===== config.mk =====
export PLATFORM = sky130hd
export DESIGN_NAME = carm_cell
export DESIGN_NICKNAME = d
export VERILOG_FILES = /design/src/rtl/carm_pkg.sv /design/src/rtl/carm_cell.sv
export SDC_FILE = /design/constraint.sdc
export NUM_CORES = 1
export LEC_CHECK = 0
export BUFFER_PORTS_ARGS = -buffer_cell sky130_fd_sc_hd__buf_2
export CAP_MARGIN = 20
export CORE_AREA = 2 2 238 240
export CTS_CLUSTER_DIAMETER = 40
export DETAILED_ROUTE_END_ITERATION = 12
export DIE_AREA = 0 0 240 242
export HOLD_SLACK_MARGIN = 0.03
export MAX_ROUTING_LAYER = met4
export PLACE_DENSITY = 0.71
export SYNTH_ARGS = -nofsm -noshare
export SYNTH_HDL_FRONTEND = slang
export SYNTH_SLANG_ARGS = --single-unit

===== constraint.sdc =====
create_clock -name clk -period 7.2 [get_ports clk]
set_input_delay 0.36 -clock clk [delete_from_list [all_inputs] [get_ports clk]]
set_output_delay 0.36 -clock clk [all_outputs]
set_load 0.1 [all_outputs]

===== src/rtl/carm_pkg.sv =====
// Package for the Cardan angle rotation matrix core.
// Holds CORDIC constants and shared types. No dependencies.
package carm_pkg;

  localparam int CordicSteps = 24;
  localparam int StepIdxWidth = 5;
  localparam int QWidth = 34;  // Q30 values with headroom

  localparam logic signed [QWidth-1:0] CordicX0 = 34'sd652032874;

  typedef logic signed [QWidth-1:0] q_t;

  // One rotator's working values.
  typedef struct packed {
    q_t  x;
    q_t  y;
    q_t  z;
    logic flip;
  } rot_t;

  // Sine/cosine working values for all three angles.
  typedef struct packed {
    rot_t ax;
    rot_t ay;
    rot_t az;
  } trio_t;

  function automatic q_t atan_step(input logic [StepIdxWidth-1:0] idx);
    q_t r;
    r = '0;
    case (idx)
      5'd0:  r = 34'sd536870912;
      5'd1:  r = 34'sd316933406;
      5'd2:  r = 34'sd167458907;
      5'd3:  r = 34'sd85004756;
      5'd4:  r = 34'sd42667331;
      5'd5:  r = 34'sd21354465;
      5'd6:  r = 34'sd10679838;
      5'd7:  r = 34'sd5340245;
      5'd8:  r = 34'sd2670163;
      5'd9:  r = 34'sd1335087;
      5'd10: r = 34'sd667544;
      5'd11: r = 34'sd333772;
      5'd12: r = 34'sd166886;
      5'd13: r = 34'sd83443;
      5'd14: r = 34'sd41722;
      5'd15: r = 34'sd20861;
      5'd16: r = 34'sd10430;
      5'd17: r = 34'sd5215;
      5'd18: r = 34'sd2608;
      5'd19: r = 34'sd1304;
      5'd20: r = 34'sd652;
      5'd21: r = 34'sd326;
      5'd22: r = 34'sd163;
      5'd23: r = 34'sd81;
      default: r = '0;
    endcase
    return r;
  endfunction

  // Q30 x Q30 -> Q30 with round half up (floor of +2^29).
  function automatic q_t mulq(input q_t a, input q_t b);
    logic signed [2*QWidth-1:0] p;
    p = a * b + (68'sd1 <<< 29);
    return QWidth'(p >>> 30);
  endfunction

endpackage


===== src/rtl/carm_cell.sv =====
// One CORDIC cell: one micro-rotation on all three angles, registered.
// Depends on carm_pkg.
module carm_cell #(
  parameter int STEP = 0
) (
  input  logic           clk,
  input  logic           en,
  input  carm_pkg::trio_t din,
  output carm_pkg::trio_t dout
);

  localparam logic [carm_pkg::StepIdxWidth-1:0] Idx = carm_pkg::StepIdxWidth'(STEP);
  localparam carm_pkg::q_t Atan = carm_pkg::atan_step(Idx);

  function automatic carm_pkg::rot_t rot(input carm_pkg::rot_t r);
    carm_pkg::rot_t o;
    o = r;
    if (!r.z[carm_pkg::QWidth-1]) begin
      o.x = r.x - (r.y >>> STEP);
      o.y = r.y + (r.x >>> STEP);
      o.z = r.z - Atan;
    end else begin
      o.x = r.x + (r.y >>> STEP);
      o.y = r.y - (r.x >>> STEP);
      o.z = r.z + Atan;
    end
    return o;
  endfunction

  always_ff @(posedge clk) begin
    if (en) begin
      dout.ax <= rot(din.ax);
      dout.ay <= rot(din.ay);
      dout.az <= rot(din.az);
    end
  end

endmodule


Word level (Yosys, flattened, before mapping). Cells that the tools add are included.

Bits in registers: 309. Input bits: 311. Output and inout bits: 309.

Add/subtract/negate cells: 15. Muxes and demuxes: 3.

Operators by type and width (count): $mux 102 (3); $sub 34x34->34 (6); $add 34x31->34 const B (3); $add 34x34->34 (3); $sub 34x31->34 const B (3).

Depth between registers and ports, before layout.
Depth after elaboration: 2. Depth in mapped cells: 13. Depth with buffers taken out: 13.

Worst setup path before layout. Ideal clock, no wire load.

Path type: input -> register. From: in din[246] in the netlist's numbering. To: reg dout[308] in the netlist's numbering, data pin. Setup time: 0.263 ns. Arrival: 2.919 ns. Setup slack: 4.018 ns. Stages on the path: 13. Cell sequence: inv_1 -> ha_1 -> buf_4 -> inv_2 -> a221oi_2 -> a31oi_1 -> a31o_1 -> a221o_2 -> a311oi_4 -> nor2_2 -> a311o_1 -> a21oi_1 -> xnor2_1.

Cells in the longest elaborated chain, start to end: 2.

RTL lines: start, declared (RTL line carm_cell.sv:8) `input carm_pkg::trio_t din,`; $sub 34x34->34 / $add 34x34->34 (equally long branches) (RTL line carm_cell.sv:19, carm_cell.sv:23); $mux 102 * (RTL line carm_cell.sv:18) `if (!r.z[carm_pkg::QWidth-1]) begin`; end, declared (RTL line carm_cell.sv:9) `output carm_pkg::trio_t dout`.

Mark *: on every way between the ends. The rest lies on a longest branch, timed or not. A chain may end at the register's enable or synchronous reset.

Final worst setup path.
From: in din[37] in the netlist's numbering. To: reg dout[66] in the netlist's numbering, data pin.

Cells in the longest elaborated chain, start to end: 2.

RTL lines (RTL line): $add 34x34->34 / $sub 34x34->34 (equally long branches) (carm_cell.sv:20, carm_cell.sv:24); $mux 102 * (carm_cell.sv:18).

Marked as above.

==> impl_results.md <==
- Syn Inst Count: 2913
- First-pass GRT wire length: 139000 um
- Final nets: 4191
- Max FFs per register: 306
- Top cells by count, synth: a21oi_1 (356), edfxtp_1 (306), ha_1 (306)
- CP endpoint: dout[66]
- Seq/Total Area, Yosys: 35.2%
- Status: finished, final reports clean
- Max Cap Viol: 0
- Cts bufs inserted: 55
- Unrepaired setup endpoints after global routing: no
- CTS tree: yes
- Slew headroom: 29.2%
- Placer congestion estimate: 1.03
- Area contributors post-synth: edfxtp_1 (35%), ha_1 (15%), a21oi_1 (6.8%)
- Leak pwr: 0.0147 uW
- Syn_nets: 3542
- Core outline area: 55700 sq um
- Synthesized area: 26100 sq um
- Dominant cell by count in the synthesized netlist: a21oi_1
- Worst EP arrival: 3.84 ns
- Die area: 58100 sq um
- Residual DRC: 0
- Chip width: 240 um
- Biggest registers after layout: dout x306
- Mean post-synth cell area: 8.96 sq um
- Ys async rst share: 0%
- Mux contribution to synthesized area: 1.92%
- Pins Over Slew Limit: 0
- Tot GR Track Use: 31.6%
- CP startpoint: din[37]
- Hold WS: 0.110 ns
- Via count: 25050
- Vias in the first global route: 24095
- Synth Area in Adders: 15.6%
- Kind of start point of the critical path: primary input
- Synth Area in Compound Gates: 22.4%
- Pin count of the biggest net entering global routing: 163
- Largest Register: dout
- Ys flop type: edfxtp_1
- Synthesis-to-layout area growth: 24.6%
- Worst VDD drop: 224 uV
- Main combinational cell family by area after synthesis: compound AO/OA/AOI/OAI gates
- Setup_tns: 0 ns
- FMAX: 285 MHz
- Worst setup margin: 3.69 ns
- Crit. End Element: flip-flop
- Grt ovf: 0
- Port bufs: 619
- Final Hold Viols: 0
- Root Buffer: clkbuf_16
- Initial Util: 46.8%
- Dpl hpwl: 71500 um
- Slew @ Worst Pin: 1.06 ns
- Yosys top cell area share: 35.2%
- # resized after CTS: 0
- Clock sinks: 306
- Pwr Density: 273 nW/um^2
- Die height: 242 um
- Xor and xnor area share after synthesis: 6.71%
- Cell taking the most area after synthesis: edfxtp_1
- Data required, critical path: 7.53 ns
- Io pins: 620
- Routed Antenna Nets: 0
- Hold Crit Class: primary input to flip-flop
- Dpl ws: 3.06 ns
- Initial DRC count: 2511
- Post-synthesis sequential element count: 306
- Setup Crit Path Kind: primary input to flip-flop
- Crit path max fanout: 9
- Avg WL per Cell: 21.3 um
- Period utilization: 48.8%
- Yosys warns: 0
- Simple-gate portion of the synthesized area: 11.8%
- Pre-antenna DRT Iters: 6
- Layout cells sized above 1: 20.6%
- Clock Path Buffers: 3
- Row cnt: 87
- WL final: 93100 um
- Via/cell ratio: 5.73
- H-tree Lvls: 2
- Distinct cells, synth: 79
- Initial antenna violation count: 19
- Tmin final: 3.51 ns
- EDFF count, synth: 306
- Setup violators final: 0
- Clock transition at the registers of the reported paths: 0.06 ns
worst min-delay path by stage:
stage / start / to / cells after the start
2_1_floorplan: din[0] / dout[0] / 0
3_3_place_gp: din[16] / dout[16] / 1
3_5_place_dp: din[18] / dout[18] / 1
4_1_cts: din[134] / dout[134] / 2
5_1_grt: din[134] / dout[134] / 2
6_report: din[134] / dout[134] / 2
placed cells by master, fill, tap and decap left out, types with 9 or more instances in the layout:
| cell | Yosys | final |
|---|---|---|
| a2111oi_0 | 13 | 13 |
| a211oi_1 | 26 | 26 |
| a21o_1 | 62 | 62 |
| a21oi_1 | 356 | 356 |
| a311oi_1 | 11 | 11 |
| a31oi_1 | 19 | 19 |
| and2_1 | 11 | 11 |
| buf_2 | 8 | 618 |
| clkbuf_16 | 0 | 56 |
| clkinv_1 | 10 | 13 |
| diode_2 | 0 | 18 |
| dlygate4sd3_1 | 0 | 93 |
| edfxtp_1 | 306 | 306 |
| fa_1 | 12 | 12 |
| ha_1 | 306 | 306 |
| inv_1 | 296 | 296 |
| inv_6 | 0 | 14 |
| mux2i_1 | 50 | 50 |
| nand2_1 | 129 | 129 |
| nand2b_1 | 30 | 30 |
| nand3_1 | 39 | 39 |
| nand4_1 | 27 | 27 |
| nor2_1 | 253 | 253 |
| nor2b_1 | 32 | 32 |
| nor3_1 | 66 | 66 |
| nor4_1 | 24 | 24 |
| o211ai_1 | 20 | 20 |
| o21a_1 | 25 | 25 |
| o21ai_0 | 195 | 195 |
| o21bai_1 | 61 | 61 |
| o221ai_1 | 9 | 9 |
| o31a_1 | 9 | 9 |
| o31ai_1 | 33 | 33 |
| or3_1 | 16 | 16 |
| xnor2_1 | 165 | 165 |
| xor2_1 | 35 | 35 |
worst max-delay path, cell delays in order:
cell      delay (ns)
buf_2           0.11
inv_1           0.04
ha_1            0.43
nor3b_1         0.11
o311ai_1        0.56
nand2_1         0.31
o21ba_2         0.29
or3b_1          0.48
a31oi_1         0.36
nor2_1          0.11
a221o_1         0.38
mux2i_1         0.20
xor2_1          0.10
cell families (layout without fill, tap and decap cells):
kind of cell,Yosys count,in the layout
other,0,18
AO/OA/AOI/OAI,940,940
adder cells (fa/ha/maj),318,318
buffers and inverters,440,1128
flip-flops,306,306
XOR/XNOR,200,200
multiplexers,50,50
AND/OR/NAND/NOR,659,659
metal layers:
layer,global-route usage [%],share of wire [%],up-vias
met2,50.8,47,1316
met3,6.34,9.0,190
met4,11.4,3.9,0
met1,39.4,40,11815
met5,-,0,-
li1,-,-,11729
report_power, final:
group	internal [uW]	total, uW	switching, uW
Clock	1610	2580	972
Sequential	2300	2380	80.0
Combinational	833	3900	3070
what timing repair did:
action / CTS / global route
buffers inserted: 0 / 0
endpoints found under the hold margin: 93 / 0
hold buffers: 93 / 0
area by class of cell:
type | instances | area [sq um]
fillers | 5045 | 23200
flip-flops and latches | 306 | 9190
clock buffers | 62 | 1420
diodes | 18 | 45.0
clock inverters | 34 | 380
inverters | 310 | 1160
multi-input cells | 2167 | 15200
well taps | 756 | 946
repair buffers | 722 | 4130
metrics by stage:
step | power [uW] | utilization [%] | instances | instance area (sq um)
floorplan | 5390 | - | 2913 | 26100
global placement | 6220 | 53.3 | 4167 | 29700
detailed placement | 6220 | 53.3 | 4167 | 29700
CTS | 8860 | 58.2 | 4356 | 32500
global route | 9180 | 58.3 | 4375 | 32500
finish | 8870 | 58.3 | 4375 | 32500
(Power assumes the default switching activity.)
